==> src/hw/rtl/bgq_pkg.sv <==
// Shared types, constants, glyph ROM and saturation helpers for the glyph quad generator.
`default_nettype none
package bgq_pkg;

  localparam int GLYPH_COLS  = 5;
  localparam int GLYPH_ROWS  = 7;
  localparam int MASK_W      = GLYPH_COLS * GLYPH_ROWS;
  localparam int ROW_W       = 3;
  localparam int COL_W       = 3;
  localparam int GLYPH_IDX_W = 5;
  localparam int COORD_W     = 16;
  localparam int SCALE_W     = 12;
  localparam int CFG_IDX_W   = 2;
  localparam int QUEUE_DEPTH = 4;

  // Configuration register indexes.
  localparam logic [CFG_IDX_W-1:0] REG_ORIGIN_X    = 2'd0;
  localparam logic [CFG_IDX_W-1:0] REG_ORIGIN_Y    = 2'd1;
  localparam logic [CFG_IDX_W-1:0] REG_PIXEL_SCALE = 2'd2;

  localparam logic signed [COORD_W-1:0] ORIGIN_RESET = 16'sd0;
  localparam logic [SCALE_W-1:0]        SCALE_RESET  = 12'd16;

  typedef struct packed {
    logic signed [COORD_W-1:0] origin_x;
    logic signed [COORD_W-1:0] origin_y;
    logic [SCALE_W-1:0]        pixel_scale;
  } cfg_t;

  // One drawable character handed from the front end to the back end.
  typedef struct packed {
    logic [GLYPH_IDX_W-1:0]    glyph;
    logic signed [COORD_W-1:0] pen;
  } qent_t;

  typedef struct packed {
    logic                   hit;
    logic [GLYPH_IDX_W-1:0] glyph;
  } lookup_t;

  // Fold lower case and map a character code to its ROM slot.
  function automatic lookup_t glyph_lookup(input logic [7:0] ch);
    logic [7:0] up;
    lookup_t    res;
    up = ch;
    if (ch >= 8'h61 && ch <= 8'h7A) up = ch - 8'h20;
    res.hit = 1'b1;
    res.glyph = '0;
    unique case (up)
      8'h46: res.glyph = 5'd0;   // F
      8'h50: res.glyph = 5'd1;   // P
      8'h53: res.glyph = 5'd2;   // S
      8'h3A: res.glyph = 5'd3;   // colon
      8'h30: res.glyph = 5'd4;
      8'h31: res.glyph = 5'd5;
      8'h32: res.glyph = 5'd6;
      8'h33: res.glyph = 5'd7;
      8'h34: res.glyph = 5'd8;
      8'h35: res.glyph = 5'd9;
      8'h36: res.glyph = 5'd10;
      8'h37: res.glyph = 5'd11;
      8'h38: res.glyph = 5'd12;
      8'h39: res.glyph = 5'd13;
      8'h58: res.glyph = 5'd14;  // X
      8'h59: res.glyph = 5'd15;  // Y
      8'h5A: res.glyph = 5'd16;  // Z
      8'h20: res.glyph = 5'd17;  // space
      8'h2D: res.glyph = 5'd18;  // minus
      8'h2C: res.glyph = 5'd19;  // comma
      default: res.hit = 1'b0;
    endcase
    return res;
  endfunction

  // Glyph bitmap, row 0 in the top five bits, column 0 at the MSB of each row.
  function automatic logic [MASK_W-1:0] glyph_rows(input logic [GLYPH_IDX_W-1:0] idx);
    logic [MASK_W-1:0] m;
    unique case (idx)
      5'd0:  m = {5'h1F, 5'h10, 5'h10, 5'h1E, 5'h10, 5'h10, 5'h10};
      5'd1:  m = {5'h1E, 5'h11, 5'h11, 5'h1E, 5'h10, 5'h10, 5'h10};
      5'd2:  m = {5'h0F, 5'h10, 5'h10, 5'h0E, 5'h01, 5'h01, 5'h1E};
      5'd3:  m = {5'h00, 5'h0C, 5'h0C, 5'h00, 5'h0C, 5'h0C, 5'h00};
      5'd4:  m = {5'h0E, 5'h11, 5'h13, 5'h15, 5'h19, 5'h11, 5'h0E};
      5'd5:  m = {5'h04, 5'h0C, 5'h04, 5'h04, 5'h04, 5'h04, 5'h0E};
      5'd6:  m = {5'h0E, 5'h11, 5'h01, 5'h02, 5'h04, 5'h08, 5'h1F};
      5'd7:  m = {5'h0E, 5'h11, 5'h01, 5'h06, 5'h01, 5'h11, 5'h0E};
      5'd8:  m = {5'h02, 5'h06, 5'h0A, 5'h12, 5'h1F, 5'h02, 5'h02};
      5'd9:  m = {5'h1F, 5'h10, 5'h1E, 5'h01, 5'h01, 5'h11, 5'h0E};
      5'd10: m = {5'h06, 5'h08, 5'h10, 5'h1E, 5'h11, 5'h11, 5'h0E};
      5'd11: m = {5'h1F, 5'h01, 5'h02, 5'h04, 5'h04, 5'h04, 5'h04};
      5'd12: m = {5'h0E, 5'h11, 5'h11, 5'h0E, 5'h11, 5'h11, 5'h0E};
      5'd13: m = {5'h0E, 5'h11, 5'h11, 5'h0F, 5'h01, 5'h02, 5'h0C};
      5'd14: m = {5'h11, 5'h11, 5'h0A, 5'h04, 5'h0A, 5'h11, 5'h11};
      5'd15: m = {5'h11, 5'h11, 5'h0A, 5'h04, 5'h04, 5'h04, 5'h04};
      5'd16: m = {5'h1F, 5'h01, 5'h02, 5'h04, 5'h08, 5'h10, 5'h1F};
      5'd18: m = {5'h00, 5'h00, 5'h00, 5'h1F, 5'h00, 5'h00, 5'h00};
      5'd19: m = {5'h00, 5'h00, 5'h00, 5'h00, 5'h00, 5'h0C, 5'h08};
      default: m = '0;  // space and unused slots
    endcase
    return m;
  endfunction

  function automatic logic signed [18:0] sx19(input logic signed [COORD_W-1:0] v);
    return {{3{v[COORD_W-1]}}, v};
  endfunction

  function automatic logic signed [18:0] ux19(input logic [14:0] v);
    return {4'b0, v};
  endfunction

  function automatic logic signed [COORD_W-1:0] sat16(input logic signed [18:0] v);
    if (v > 19'sd32767) return 16'sh7FFF;
    else if (v < -19'sd32768) return 16'sh8000;
    else return v[COORD_W-1:0];
  endfunction

endpackage
`default_nettype wire

==> src/hw/rtl/bgq_ifs.sv <==
// Valid/ready channel interfaces: character input, quad output, configuration write.
`default_nettype none
interface bgq_char_if;
  logic       valid;
  logic       ready;
  logic [7:0] character;
  logic       first_of_string;
  modport source (output valid, output character, output first_of_string, input ready);
  modport sink   (input valid, input character, input first_of_string, output ready);
endinterface

interface bgq_quad_if;
  logic                                valid;
  logic                                ready;
  logic signed [bgq_pkg::COORD_W-1:0]  quad_left;
  logic signed [bgq_pkg::COORD_W-1:0]  quad_top;
  logic signed [bgq_pkg::COORD_W-1:0]  quad_right;
  logic signed [bgq_pkg::COORD_W-1:0]  quad_bottom;
  logic                                last_quad;
  modport source (output valid, output quad_left, output quad_top, output quad_right,
                  output quad_bottom, output last_quad, input ready);
  modport sink   (input valid, input quad_left, input quad_top, input quad_right,
                  input quad_bottom, input last_quad, output ready);
endinterface

interface bgq_cfg_if;
  logic                               valid;
  logic                               ready;
  logic [bgq_pkg::CFG_IDX_W-1:0]      index;
  logic [bgq_pkg::COORD_W-1:0]        data;
  modport source (output valid, output index, output data, input ready);
  modport sink   (input valid, input index, input data, output ready);
endinterface
`default_nettype wire

==> src/hw/rtl/bgq_front.sv <==
// Front end: accepts characters, tracks the pen and queues only drawable glyphs.
`default_nettype none
module bgq_front (
  input  wire logic           clk,
  input  wire logic           rst,
  input  wire bgq_pkg::cfg_t  cfg,
  bgq_char_if.sink            chars,
  output logic                push_valid,
  input  wire logic           push_ready,
  output bgq_pkg::qent_t      push_data
);

  logic signed [bgq_pkg::COORD_W-1:0] pen;
  logic signed [bgq_pkg::COORD_W-1:0] pen_start;
  logic signed [bgq_pkg::COORD_W-1:0] pen_next;
  logic [14:0]                        advance;
  bgq_pkg::lookup_t                   lk;
  logic                               drawable;

  // Pen advance of six pixels: 4*scale + 2*scale.
  assign advance   = {1'b0, cfg.pixel_scale, 2'b00} + {2'b00, cfg.pixel_scale, 1'b0};
  assign pen_start = chars.first_of_string ? cfg.origin_x : pen;
  assign pen_next  = bgq_pkg::sat16(bgq_pkg::sx19(pen_start) + bgq_pkg::ux19(advance));

  assign lk       = bgq_pkg::glyph_lookup(chars.character);
  assign drawable = lk.hit && (bgq_pkg::glyph_rows(lk.glyph) != '0);

  // Blank and unknown characters take a transfer but are dropped here.
  assign chars.ready     = push_ready;
  assign push_valid      = chars.valid && drawable;
  assign push_data.glyph = lk.glyph;
  assign push_data.pen   = pen_start;

  always_ff @(posedge clk) begin
    if (rst) begin
      pen <= bgq_pkg::ORIGIN_RESET;
    end else if (chars.valid && chars.ready) begin
      pen <= pen_next;
    end
  end

endmodule
`default_nettype wire

==> src/hw/rtl/bgq_fifo.sv <==
// Small queue of drawable characters between the front and back ends.
`default_nettype none
module bgq_fifo #(
  parameter int DEPTH = bgq_pkg::QUEUE_DEPTH
) (
  input  wire logic           clk,
  input  wire logic           rst,
  input  wire logic           push_valid,
  output logic                push_ready,
  input  wire bgq_pkg::qent_t push_data,
  output logic                pop_valid,
  input  wire logic           pop_ready,
  output bgq_pkg::qent_t      pop_data
);

  localparam int PTR_W = (DEPTH > 1) ? $clog2(DEPTH) : 1;
  localparam int CNT_W = $clog2(DEPTH + 1);

  bgq_pkg::qent_t   slots [DEPTH];
  logic [PTR_W-1:0] wr_ptr;
  logic [PTR_W-1:0] rd_ptr;
  logic [CNT_W-1:0] count;
  logic             do_push;
  logic             do_pop;

  assign push_ready = (count != CNT_W'(DEPTH));
  assign pop_valid  = (count != '0);
  assign pop_data   = slots[rd_ptr];
  assign do_push    = push_valid && push_ready;
  assign do_pop     = pop_valid && pop_ready;

  always_ff @(posedge clk) begin
    if (do_push) begin
      slots[wr_ptr] <= push_data;
    end
  end

  always_ff @(posedge clk) begin
    if (rst) begin
      wr_ptr <= '0;
      rd_ptr <= '0;
      count  <= '0;
    end else begin
      if (do_push) begin
        wr_ptr <= (wr_ptr == PTR_W'(DEPTH - 1)) ? '0 : wr_ptr + 1'b1;
      end
      if (do_pop) begin
        rd_ptr <= (rd_ptr == PTR_W'(DEPTH - 1)) ? '0 : rd_ptr + 1'b1;
      end
      if (do_push && !do_pop) begin
        count <= count + 1'b1;
      end else if (do_pop && !do_push) begin
        count <= count - 1'b1;
      end
    end
  end

endmodule
`default_nettype wire

==> src/hw/rtl/bgq_back.sv <==
// Back end: scans a glyph's set pixels and emits one saturated quad per pixel.
`default_nettype none
module bgq_back (
  input  wire logic           clk,
  input  wire logic           rst,
  input  wire bgq_pkg::cfg_t  cfg,
  input  wire logic           pop_valid,
  output logic                pop_ready,
  input  wire bgq_pkg::qent_t pop_data,
  bgq_quad_if.source          quads
);

  localparam int MW = bgq_pkg::MASK_W;

  // Pixels of the current glyph still to emit.
  logic [MW-1:0]                      mask;
  logic [MW-1:0]                      sel;
  logic [MW-1:0]                      mask_clr;
  logic signed [bgq_pkg::COORD_W-1:0] cur_pen;
  logic                               found;
  logic [bgq_pkg::ROW_W-1:0]          f_row;
  logic [bgq_pkg::COL_W-1:0]          f_col;
  logic                               adv;

  // Scan stage.
  logic                               s1_valid;
  logic [bgq_pkg::ROW_W-1:0]          s1_row;
  logic [bgq_pkg::COL_W-1:0]          s1_col;
  logic signed [bgq_pkg::COORD_W-1:0] s1_pen;
  logic                               s1_last;

  // Corner stage.
  logic                               s2_valid;
  logic signed [bgq_pkg::COORD_W-1:0] s2_x0;
  logic signed [bgq_pkg::COORD_W-1:0] s2_y0;
  logic                               s2_last;

  logic                               o_valid;
  logic [14:0]                        col_off;
  logic [14:0]                        row_off;

  always_comb begin
    found = 1'b0;
    f_row = '0;
    f_col = '0;
    sel   = '0;
    for (int r = 0; r < bgq_pkg::GLYPH_ROWS; r++) begin
      for (int c = 0; c < bgq_pkg::GLYPH_COLS; c++) begin
        if (!found && mask[MW-1-(r*bgq_pkg::GLYPH_COLS+c)]) begin
          found = 1'b1;
          f_row = bgq_pkg::ROW_W'(r);
          f_col = bgq_pkg::COL_W'(c);
          sel[MW-1-(r*bgq_pkg::GLYPH_COLS+c)] = 1'b1;
        end
      end
    end
    mask_clr = mask & ~sel;
  end

  // Advance the whole pipe unless the output holds a stalled quad.
  assign adv       = !o_valid || quads.ready;
  assign pop_ready = adv && !found;

  assign col_off = {12'b0, s1_col} * {3'b0, cfg.pixel_scale};
  assign row_off = {12'b0, s1_row} * {3'b0, cfg.pixel_scale};

  always_ff @(posedge clk) begin
    if (rst) begin
      mask     <= '0;
      s1_valid <= 1'b0;
      s2_valid <= 1'b0;
      o_valid  <= 1'b0;
    end else if (adv) begin
      s1_valid <= found;
      s2_valid <= s1_valid;
      o_valid  <= s2_valid;
      if (found) begin
        mask <= mask_clr;
      end else if (pop_valid) begin
        mask <= bgq_pkg::glyph_rows(pop_data.glyph);
      end
    end
  end

  always_ff @(posedge clk) begin
    if (adv) begin
      if (!found && pop_valid) begin
        cur_pen <= pop_data.pen;
      end
      s1_row  <= f_row;
      s1_col  <= f_col;
      s1_pen  <= cur_pen;
      s1_last <= (mask_clr == '0);
      s2_x0   <= bgq_pkg::sat16(bgq_pkg::sx19(s1_pen) + bgq_pkg::ux19(col_off));
      s2_y0   <= bgq_pkg::sat16(bgq_pkg::sx19(cfg.origin_y) + bgq_pkg::ux19(row_off));
      s2_last <= s1_last;
      quads.quad_left   <= s2_x0;
      quads.quad_top    <= s2_y0;
      quads.quad_right  <= bgq_pkg::sat16(bgq_pkg::sx19(s2_x0)
                                          + bgq_pkg::ux19({3'b0, cfg.pixel_scale}));
      quads.quad_bottom <= bgq_pkg::sat16(bgq_pkg::sx19(s2_y0)
                                          + bgq_pkg::ux19({3'b0, cfg.pixel_scale}));
      quads.last_quad   <= s2_last;
    end
  end

  assign quads.valid = o_valid;

endmodule
`default_nettype wire

==> src/hw/rtl/bitmap_glyph_quad_generator.sv <==
// Top level of the 5x7 bitmap glyph quad generator.
// Each drawable character is queued, then the back end loads its glyph and emits one quad
// per set pixel (at most 19), taking the next glyph only after the last pixel left the scan;
// blank or unknown characters are handled in the front end only.
// Reset (rst, synchronous): empties queue and pipe, loads register reset values, pen to 0.
`default_nettype none
module bitmap_glyph_quad_generator #(
  parameter int QUEUE_DEPTH = bgq_pkg::QUEUE_DEPTH
) (
  input  wire logic  clk,
  input  wire logic  rst,
  bgq_char_if.sink   chars,
  bgq_quad_if.source quads,
  bgq_cfg_if.sink    cfg
);

  // Configuration registers. Writes must come only while the block is idle; the block does
  // not enforce this, and the front and back ends read them live without any shadowing.
  bgq_pkg::cfg_t  regs;

  // Front-to-back queue handshake.
  logic           push_valid;
  logic           push_ready;
  bgq_pkg::qent_t push_data;
  logic           pop_valid;
  logic           pop_ready;
  bgq_pkg::qent_t pop_data;

  // The register port never stalls; a transfer to an index past the list is dropped.
  assign cfg.ready = 1'b1;

  always_ff @(posedge clk) begin
    if (rst) begin
      regs.origin_x    <= bgq_pkg::ORIGIN_RESET;
      regs.origin_y    <= bgq_pkg::ORIGIN_RESET;
      regs.pixel_scale <= bgq_pkg::SCALE_RESET;
    end else if (cfg.valid && cfg.ready) begin
      unique case (cfg.index)
        bgq_pkg::REG_ORIGIN_X:    regs.origin_x    <= cfg.data;
        bgq_pkg::REG_ORIGIN_Y:    regs.origin_y    <= cfg.data;
        bgq_pkg::REG_PIXEL_SCALE: regs.pixel_scale <= cfg.data[bgq_pkg::SCALE_W-1:0];
        default: ;
      endcase
    end
  end

  // Front end: case folding, ROM lookup, pen tracking. Characters that draw
  // nothing still advance the pen but never reach the queue.
  bgq_front u_front (
    .clk        (clk),
    .rst        (rst),
    .cfg        (regs),
    .chars      (chars),
    .push_valid (push_valid),
    .push_ready (push_ready),
    .push_data  (push_data)
  );

  // Queue that lets the front end run ahead while quads are being drained.
  bgq_fifo #(
    .DEPTH (QUEUE_DEPTH)
  ) u_fifo (
    .clk        (clk),
    .rst        (rst),
    .push_valid (push_valid),
    .push_ready (push_ready),
    .push_data  (push_data),
    .pop_valid  (pop_valid),
    .pop_ready  (pop_ready),
    .pop_data   (pop_data)
  );

  // Back end: loads each glyph, then one quad per cycle while the output is not stalled,
  // through a scan stage, a corner stage and the output register.
  bgq_back u_back (
    .clk       (clk),
    .rst       (rst),
    .cfg       (regs),
    .pop_valid (pop_valid),
    .pop_ready (pop_ready),
    .pop_data  (pop_data),
    .quads     (quads)
  );

endmodule
`default_nettype wire

==> src/flat_wrapper.sv <==
// flat-port wrapper written by rule: the top's interface ports become plain ports
module bitmap_glyph_quad_generator_flat 
#(
  parameter int QUEUE_DEPTH = bgq_pkg::QUEUE_DEPTH
)
  (clk, rst, chars_valid, chars_character, chars_first_of_string, chars_ready, quads_valid, quads_quad_left, quads_quad_top, quads_quad_right, quads_quad_bottom, quads_last_quad, quads_ready, cfg_valid, cfg_index, cfg_data, cfg_ready);
  bgq_char_if chars_i ();
  bgq_quad_if quads_i ();
  bgq_cfg_if cfg_i ();
  input  wire logic clk;
  input  wire logic rst;
  input wire logic [$bits(chars_i.valid)-1:0] chars_valid;
  input wire logic [$bits(chars_i.character)-1:0] chars_character;
  input wire logic [$bits(chars_i.first_of_string)-1:0] chars_first_of_string;
  output wire logic [$bits(chars_i.ready)-1:0] chars_ready;
  output wire logic [$bits(quads_i.valid)-1:0] quads_valid;
  output wire logic [$bits(quads_i.quad_left)-1:0] quads_quad_left;
  output wire logic [$bits(quads_i.quad_top)-1:0] quads_quad_top;
  output wire logic [$bits(quads_i.quad_right)-1:0] quads_quad_right;
  output wire logic [$bits(quads_i.quad_bottom)-1:0] quads_quad_bottom;
  output wire logic [$bits(quads_i.last_quad)-1:0] quads_last_quad;
  input wire logic [$bits(quads_i.ready)-1:0] quads_ready;
  input wire logic [$bits(cfg_i.valid)-1:0] cfg_valid;
  input wire logic [$bits(cfg_i.index)-1:0] cfg_index;
  input wire logic [$bits(cfg_i.data)-1:0] cfg_data;
  output wire logic [$bits(cfg_i.ready)-1:0] cfg_ready;
  assign chars_i.valid = chars_valid;
  assign chars_i.character = chars_character;
  assign chars_i.first_of_string = chars_first_of_string;
  assign chars_ready = chars_i.ready;
  assign quads_valid = quads_i.valid;
  assign quads_quad_left = quads_i.quad_left;
  assign quads_quad_top = quads_i.quad_top;
  assign quads_quad_right = quads_i.quad_right;
  assign quads_quad_bottom = quads_i.quad_bottom;
  assign quads_last_quad = quads_i.last_quad;
  assign quads_i.ready = quads_ready;
  assign cfg_i.valid = cfg_valid;
  assign cfg_i.index = cfg_index;
  assign cfg_i.data = cfg_data;
  assign cfg_ready = cfg_i.ready;
  bitmap_glyph_quad_generator #(.QUEUE_DEPTH(QUEUE_DEPTH)) u_core (.clk(clk), .rst(rst), .chars(chars_i), .quads(quads_i), .cfg(cfg_i));
endmodule
==> config.mk <==
export PLATFORM = sky130hd
export DESIGN_NAME = bitmap_glyph_quad_generator_flat
export DESIGN_NICKNAME = d
export VERILOG_FILES = /design/src/hw/rtl/bgq_pkg.sv /design/src/hw/rtl/bgq_ifs.sv /design/src/hw/rtl/bgq_front.sv /design/src/hw/rtl/bgq_fifo.sv /design/src/hw/rtl/bgq_back.sv /design/src/hw/rtl/bitmap_glyph_quad_generator.sv /design/src/flat_wrapper.sv
export SDC_FILE = /design/constraint.sdc
export NUM_CORES = 1
export LEC_CHECK = 0
export BUFFER_PORTS_ARGS = -buffer_cell sky130_fd_sc_hd__buf_4
export CAP_MARGIN = 5
export CORE_MARGIN = 3
export CORE_UTILIZATION = 60
export CTS_BUF_LIST = sky130_fd_sc_hd__clkbuf_4 sky130_fd_sc_hd__clkbuf_8 sky130_fd_sc_hd__clkbuf_16
export DETAILED_ROUTE_END_ITERATION = 7
export PLACE_DENSITY = 0.78
export RECOVER_POWER = 100
export SLEW_MARGIN = 20
export SYNTH_ARGS = -nofsm -noshare
export SYNTH_HDL_FRONTEND = slang
export SYNTH_SLANG_ARGS = --single-unit
==> constraint.sdc <==
create_clock -name clk -period 6.27 [get_ports clk]
set_input_delay 1.5675 -clock clk [delete_from_list [all_inputs] [get_ports clk]]
set_output_delay 1.5675 -clock clk [all_outputs]
set_load 0.05 [all_outputs]
=== Word-level counts from Yosys, hierarchy flattened ===
Memory sizes are Yosys's and may differ from the RTL's. A register that Yosys moved wholly into a read port is not among the register bits.
Index checks and enable logic that the tools add are counted.

* Bits in writable memories: 84
* Logic and storage cells: 324
* Input bits: 32
* Memories kept: 3
* Bits in latches: 0
* Flip-flop bits (word level): 242
* Output and inout port bits: 68
* ROM bits: 2240

{| class="wikitable"
|+ Memory list
! name !! depth !! bits a word !! rd ports !! clocked after Yosys merged registers in !! wr ports !! line !! text
|-
| (no name shown) || 32 || 35 || 1 || 0 || 0 || bgq_pkg.sv:78 || <nowiki>unique case (idx)</nowiki>
|-
| (no name shown) || 32 || 35 || 1 || 0 || 0 || bgq_pkg.sv:78 ||
|-
| u_core.u_fifo.slots || 4 || 21 || 1 || 1 || 1 || bgq_fifo.sv:19 || <nowiki>bgq_pkg::qent_t slots [DEPTH];</nowiki>
|}

* Shift-type cells: 0
* Equality and inequality tests: 25
* $lt $le $gt $ge: 12
* Reductions and logical operators: 97
* Bitwise logic cells: 2
* Divide/modulo/power cells: 0
* Mux-type cells: 147
* Multipliers: 2
* Add/sub/neg operators: 11

{| class="wikitable"
|+ Operators with widths
! kind !! count
|-
| two-way mux 3 bit || 48
|-
| == test 8 x 6 -> 1 bit, second input constant || 14
|-
| two-way mux 16 bit || 7
|-
| one-hot mux 5 bit (19 select lines) || 1
|-
| > comparator 17 x 16 -> 1 bit, second input constant || 5
|-
| less-than comparator 17 x 16 -> 1 bit, second input constant || 5
|-
| two-way mux 1 bit || 74
|-
| two-way mux 35 bit || 2
|-
| adder 16 x 16 -> 17 bit || 3
|-
| == test 8 x 7 -> 1 bit, second input constant || 6
|-
| logical AND 1 bit || 44
|-
| zero test 1 bit || 38
|-
| bitwise AND 35 bit || 1
|-
| zero test 35 bit || 1
|-
| NOT 35 bit || 1
|-
| nonzero test 35 bit || 1
|-
| adder 16 x 13 -> 17 bit || 2
|-
| multiplier 3 x 12 -> 15 bit || 2
|-
| two-way mux 2 bit || 14
|-
| OR reduction 20 bit || 1
|-
| adder 14 x 13 -> 15 bit || 1
|-
| OR reduction 15 bit || 1
|-
| AND reduction 2 bit || 5
|-
| >= comparator 8 x 7 -> 1 bit, second input constant || 1
|-
| other kinds (14) || 18
|}

=== Longest topological paths before layout ===
* Depth after elaboration: 109
* Depth in mapped cells: 21
* Depth with buffers taken out: 20

=== Hierarchy ===
From an unflattened synthesis, not the netlist that was laid out.

* Cells, all modules: 1896
* Area, all modules: 19685.1 um^2

{| class="wikitable"
|+ Modules (own cells, without submodules)
! module !! cells an instance !! seq. area each (um^2) !! area each (um^2) !! instances
|-
| bgq_back || 1251 || 4874.7 || 11848.9 || 1
|-
| bgq_fifo || 157 || 2702.6 || 3497.1 || 1
|-
| bgq_front || 321 || 320.3 || 2529.9 || 1
|-
| bitmap_glyph_quad_generator || 167 || 880.8 || 1809.2 || 1
|}

=== Least setup slack after synthesis ===
OpenSTA, ideal clock, no wires.

* Kind: in2reg
* From: in quads_ready
* To: reg u_core.u_back.mask[26]
* Library setup time: 0.124 ns
* Buffers on the path: 2
* Arrival time: 5.180 ns
* Cell stages on the path: 7
* Setup slack: 0.966 ns
* Required time: 6.146 ns
* Cell sequence: nor2b_1 > clkbuf_1 > inv_1 > nand2_1 > clkbuf_1 > nor4_1 > o22ai_1

* Cells in the longest elaborated chain, start to end: 2

{| class="wikitable"
|+ RTL lines
! element !! line !! text
|-
| start: declaration || flat_wrapper.sv:22 || <nowiki>input wire logic [$bits(quads_i.ready)-1:0] quads_ready;</nowiki>
|-
| logical OR 1 bit || bgq_back.sv:61 || <nowiki>assign adv = !o_valid || quads.ready;</nowiki>
|-
| named net u_core.u_back.adv || bgq_back.sv:23 || <nowiki>logic adv;</nowiki>
|-
| AND reduction 2 bit (no line) || -- ||
|-
| end signal: assignment || bgq_back.sv:78 || <nowiki>mask <= mask_clr;</nowiki>
|-
| end signal: assignment || bgq_back.sv:80 || <nowiki>mask <= bgq_pkg::glyph_rows(pop_data.glyph);</nowiki>
|-
| end: declaration || bgq_back.sv:16 || <nowiki>logic [MW-1:0] mask;</nowiki>
|}

The timed path passes the listed nets, and every way through them passes these cells.
A chain may end at the register's enable or synchronous reset.

=== Worst setup path after layout ===
* From: reg u_core.regs[0] in the netlist's numbering
* To: reg u_core.u_front.pen[2] in the netlist's numbering

* Cells in the longest elaborated chain, start to end: 5
* Elaborated cells on any way between the ends: 6
* Classes of those cells: add/sub (2); order compare (2); mux (2)

{| class="wikitable"
|+ RTL lines
! element !! line !! text
|-
| start: declaration || bitmap_glyph_quad_generator.sv:19 || <nowiki>bgq_pkg::cfg_t regs;</nowiki>
|-
| adder 14 x 13 -> 15 bit * || bgq_front.sv:21 || <nowiki>assign advance = {1'b0, cfg.pixel_scale, 2'b00} + {2'b00, cfg.pixel_scale, 1'b0};</nowiki>
|-
| adder 16 x 16 -> 17 bit * || bgq_front.sv:23 || <nowiki>assign pen_next = bgq_pkg::sat16(bgq_pkg::sx19(pen_start) + bgq_pkg::ux19(advance));</nowiki>
|-
| less-than comparator 17 x 16 -> 1 bit || bgq_pkg.sv:113 || <nowiki>else if (v < -19'sd32768) return 16'sh8000;</nowiki>
|-
| two-way mux 16 bit || bgq_pkg.sv:113 ||
|-
| two-way mux 16 bit * || bgq_pkg.sv:112 || <nowiki>if (v > 19'sd32767) return 16'sh7FFF;</nowiki>
|-
| end signal: assignment || bgq_front.sv:36 || <nowiki>pen <= bgq_pkg::ORIGIN_RESET;</nowiki>
|-
| end signal: assignment || bgq_front.sv:38 || <nowiki>pen <= pen_next;</nowiki>
|-
| end: declaration || bgq_front.sv:13 || <nowiki>logic signed [bgq_pkg::COORD_W-1:0] pen;</nowiki>
|}

Every way passes the cells marked *; elsewhere a longest branch is shown, timed or not.

==> impl_metrics.csv <==
group,metric,value,unit
synth,yosysUniqueCellTypes,90,
clock_network,cts_resized,0,
worst_setup_path,end_kind,"flip-flop",
hold_path,hp-class,"flip-flop to flip-flop",
global_routing,antenna_found_initial,1,
synth,synth-main-ff-cell,"edfxtp_1",
floorplanning,start_util,61.08,%
route,avgViaCountPerCell,6.112,
route,routedWlPerCell,18.28,um
clock_network,post-cts-setup-buffers,0,
place,port_buffers,98,
sta,tns,0,ns
sta,finClkSkew,0.01113,ns
sta,setup_slack,0.4978,ns
synth,synth-compound-area-share,16.84,%
sta,rsz0062_at_grt,"no",
route,finalWirelength,44.54,mm
synth,synth-simple-area-share,14.78,%
synth,netlist_area,19370,um2
clock_network,clkLatencyLatePin,0.52,ns
worst_setup_path,worstSetupPathType,"flip-flop to flip-flop",
sta,post-route-min-period,5.772,ns
floorplanning,core,31720,um2
synth,synth.most_common_cell,"nand2_1",
clock_network,cts_root_buffer,"clkbuf_16",
clock_network,ctsHoldBuffers,0,
worst_setup_path,startpoint_type,"flip-flop",
clock_network,clockBufferDepth,3,
clock_network,clk_pin_slew,0.06,ns
global_routing,grt_usage,25.30,%
synth,synth_top_family_by_area,"compound AO/OA/AOI/OAI gates",
worst_setup_path,critPathMaxFanout,15,
outcome,status,"complete, but fails checks",
sta,relSlewSlack,-119.0,%
synth,synth_edf_count,221,
clock_network,clock_sinks,328,
floorplanning,ioPinCount,100,
hold_path,hold_start,"u_core.u_back.cur_pen[13]",
synth,synth_area_leader_cell,"edfxtp_1",
flow_run,max-cap-violations,5,
floorplanning,die_w,185.7,um
sta,hold_slack,0.4170,ns
floorplanning,die_area,34480,um2
route,ant_nets,0,
layout,largest_reg_flops,84,
sta,fmax,173.2,MHz
floorplanning,die_h,185.7,um
synth,async_reset_ff_share,0,%
worst_setup_path,critPathLaunch,"u_core.regs[0]",
layout,antennaDiodeCount,0,
synth,synthMuxAreaShare,4.114,%
layout,drive_above_1_share,7.424,%
clock_network,cts_buffers,36,
power_and_ir_drop,p_leak,8.544,nW
place,place_ws,0.4662,ns
sta,layout_worst_path_cycle_share,92.06,%
synth,synthAdderAreaFrac,11.67,%
synth,yosysSeqAreaShare,45.31,%
power_and_ir_drop,peakVddDrop,0.0004450,V
synth,netlist.area_leader.share,34.25,%
power_and_ir_drop,p_total,0.01003,W
global_routing,grt_pass1_wl,70.75,mm
clock_network,cts_tree,"done",
outcome,violations,"max-capacitance violations, max-slew violations",
route,drc,0,
route,dr.pass1.iters,5,
sta,hold_viol,0,
layout,syn_to_final_growth,10.03,%
route,vias,14890,
synth,syn_nets,2119,
worst_setup_path,cp.arrival,5.99,ns
synth,synthCells,1927,
worst_setup_path,required,6.49,ns
synth,synthTopCellsByArea,"edfxtp_1 (34%), dfxtp_1 (11%), ha_1 (8.5%)",
place,dpl.hpwl,32.05,mm
synth,avgSynthCellArea,10.05,um2
clock_network,htreeDepth,2,
sta,slew_violations,257,
global_routing,grt_pass1_vias,14210,
synth,yosys-top-cells-count,"nand2_1 (254), edfxtp_1 (221), a21oi_1 (144)",
sta,worst_pin_slew,3.285,ns
place,gp_congestion,0.9430,
power_and_ir_drop,powerDensity,470.3,nW/um2
floorplanning,rows,65,
synth,synth-xor-area-share,3.707,%
layout,layout.nets,2198,
sta,finalSetupViolations,0,
layout,largest_register,"u_core.u_fifo.slots",
worst_setup_path,r2r-start,"u_core.regs[0]",
synth,yosys_warnings,0,
layout,reg_top3,"u_core.u_fifo.slots x84, u_core.regs x44, u_core.u_back.mask x35",
synth,ys_ff_latch,328,
global_routing,grt_overflow,0,
global_routing,grt_max_degree,78,
layout,fin_util,67.21,%
route,drtIter0Drc,999,
==> kinds of logic (layout without fill, tap and decap cells) <==
kind of cell | count (synthesis) | count (layout)
compound gates | 515 | 515
xor+xnor | 82 | 82
fa+ha+maj | 164 | 164
buf+inv | 179 | 286
flops | 328 | 328
mux | 51 | 51
other cells | 1 | 1
simple gates | 607 | 607
==> power by group <==
group / switching [W] / internal (W)
clock: 0.000835 / 0.00125
combinational: 0.00318 / 0.00138
sequential: 0.000340 / 0.00304
total: 0.00435 / 0.00567
==> layout make-up <==
cell class / instances / area [um2]
clock buffer: 49 / 1041
tap: 402 / 503.0
fill: 2521 / 10400
clock inverter: 17 / 152.6
multi-input combinational: 1420 / 9884
inverter: 103 / 387.9
timing repair buffer: 117 / 569.3
sequential: 328 / 8778
==> cells in the final DEF (no fill, tap or decap), drive strengths merged, types with 6 or more instances in the layout <==
cell	netlist	layout
a2111oi	11	11
a211oi	31	31
a21o	27	27
a21oi	144	144
a22oi	9	9
a31oi	11	11
and2	26	26
and3	10	10
buf	21	32
clkbuf	55	134
clkinv	0	9
dfxtp	107	107
edfxtp	221	221
fa	29	29
ha	131	131
inv	103	104
mux2	19	19
mux2i	11	11
mux4	21	21
nand2	254	254
nand2b	18	18
nand3	24	24
nor2	134	134
nor2b	25	25
nor3	43	43
nor4	16	16
o211ai	19	19
o21a	19	19
o21ai	141	141
o21bai	9	9
o22ai	6	6
o311ai	8	8
o31a	6	6
o31ai	15	15
o32ai	6	6
o41ai	8	8
or2	10	10
or3	19	19
xnor2	46	46
xor2	36	36
==> routing by layer <==
metal | track usage [%] | wire, um | part of all wire [%]
met1 | 32.46 | 18740 | 42
met2 | 44.30 | 21760 | 49
met3 | 3.068 | 2480 | 5.6
met4 | 9.264 | 1554 | 3.5
met5 | 0 | 13 | 0.029
==> critical path, cell delays in order, from the launching register on <==
cell       delay (ns)
dfxtp_1          0.31
clkbuf_1         0.25
ha_1             0.31
fa_1             0.41
a21o_1           0.18
a21oi_1          0.23
o21bai_1         0.09
a21oi_1          0.23
o21ai_0          0.24
mux2i_1          0.18
a2111oi_0        0.73
ha_1             0.43
o21a_1           0.23
nor2_1           0.12
a31oi_1          0.08
a211o_1          0.45
a41oi_1          0.21
clkbuf_1         0.57
a2111oi_0        0.22
==> final timing paths <==
check	to	slack, ns	cells past startpoint
worst max-delay path	u_core.u_front.pen[2]	0.50	18
worst min-delay path	u_core.u_back.s1_pen[13]	0.42	0
worst max register to register	u_core.u_front.pen[2]	0.50	18
worst min register to register	u_core.u_back.s1_pen[13]	0.42	0
==> through the flow <==
stage,std cells,cell area (um2)
after floorplan,1927,19370
after global placement,2370,20450
after detailed placement,2370,20450
after CTS,2436,21650
after global routing,2436,21320
final,2436,21320
No activity file was read; power rests on OpenSTA's default activity.
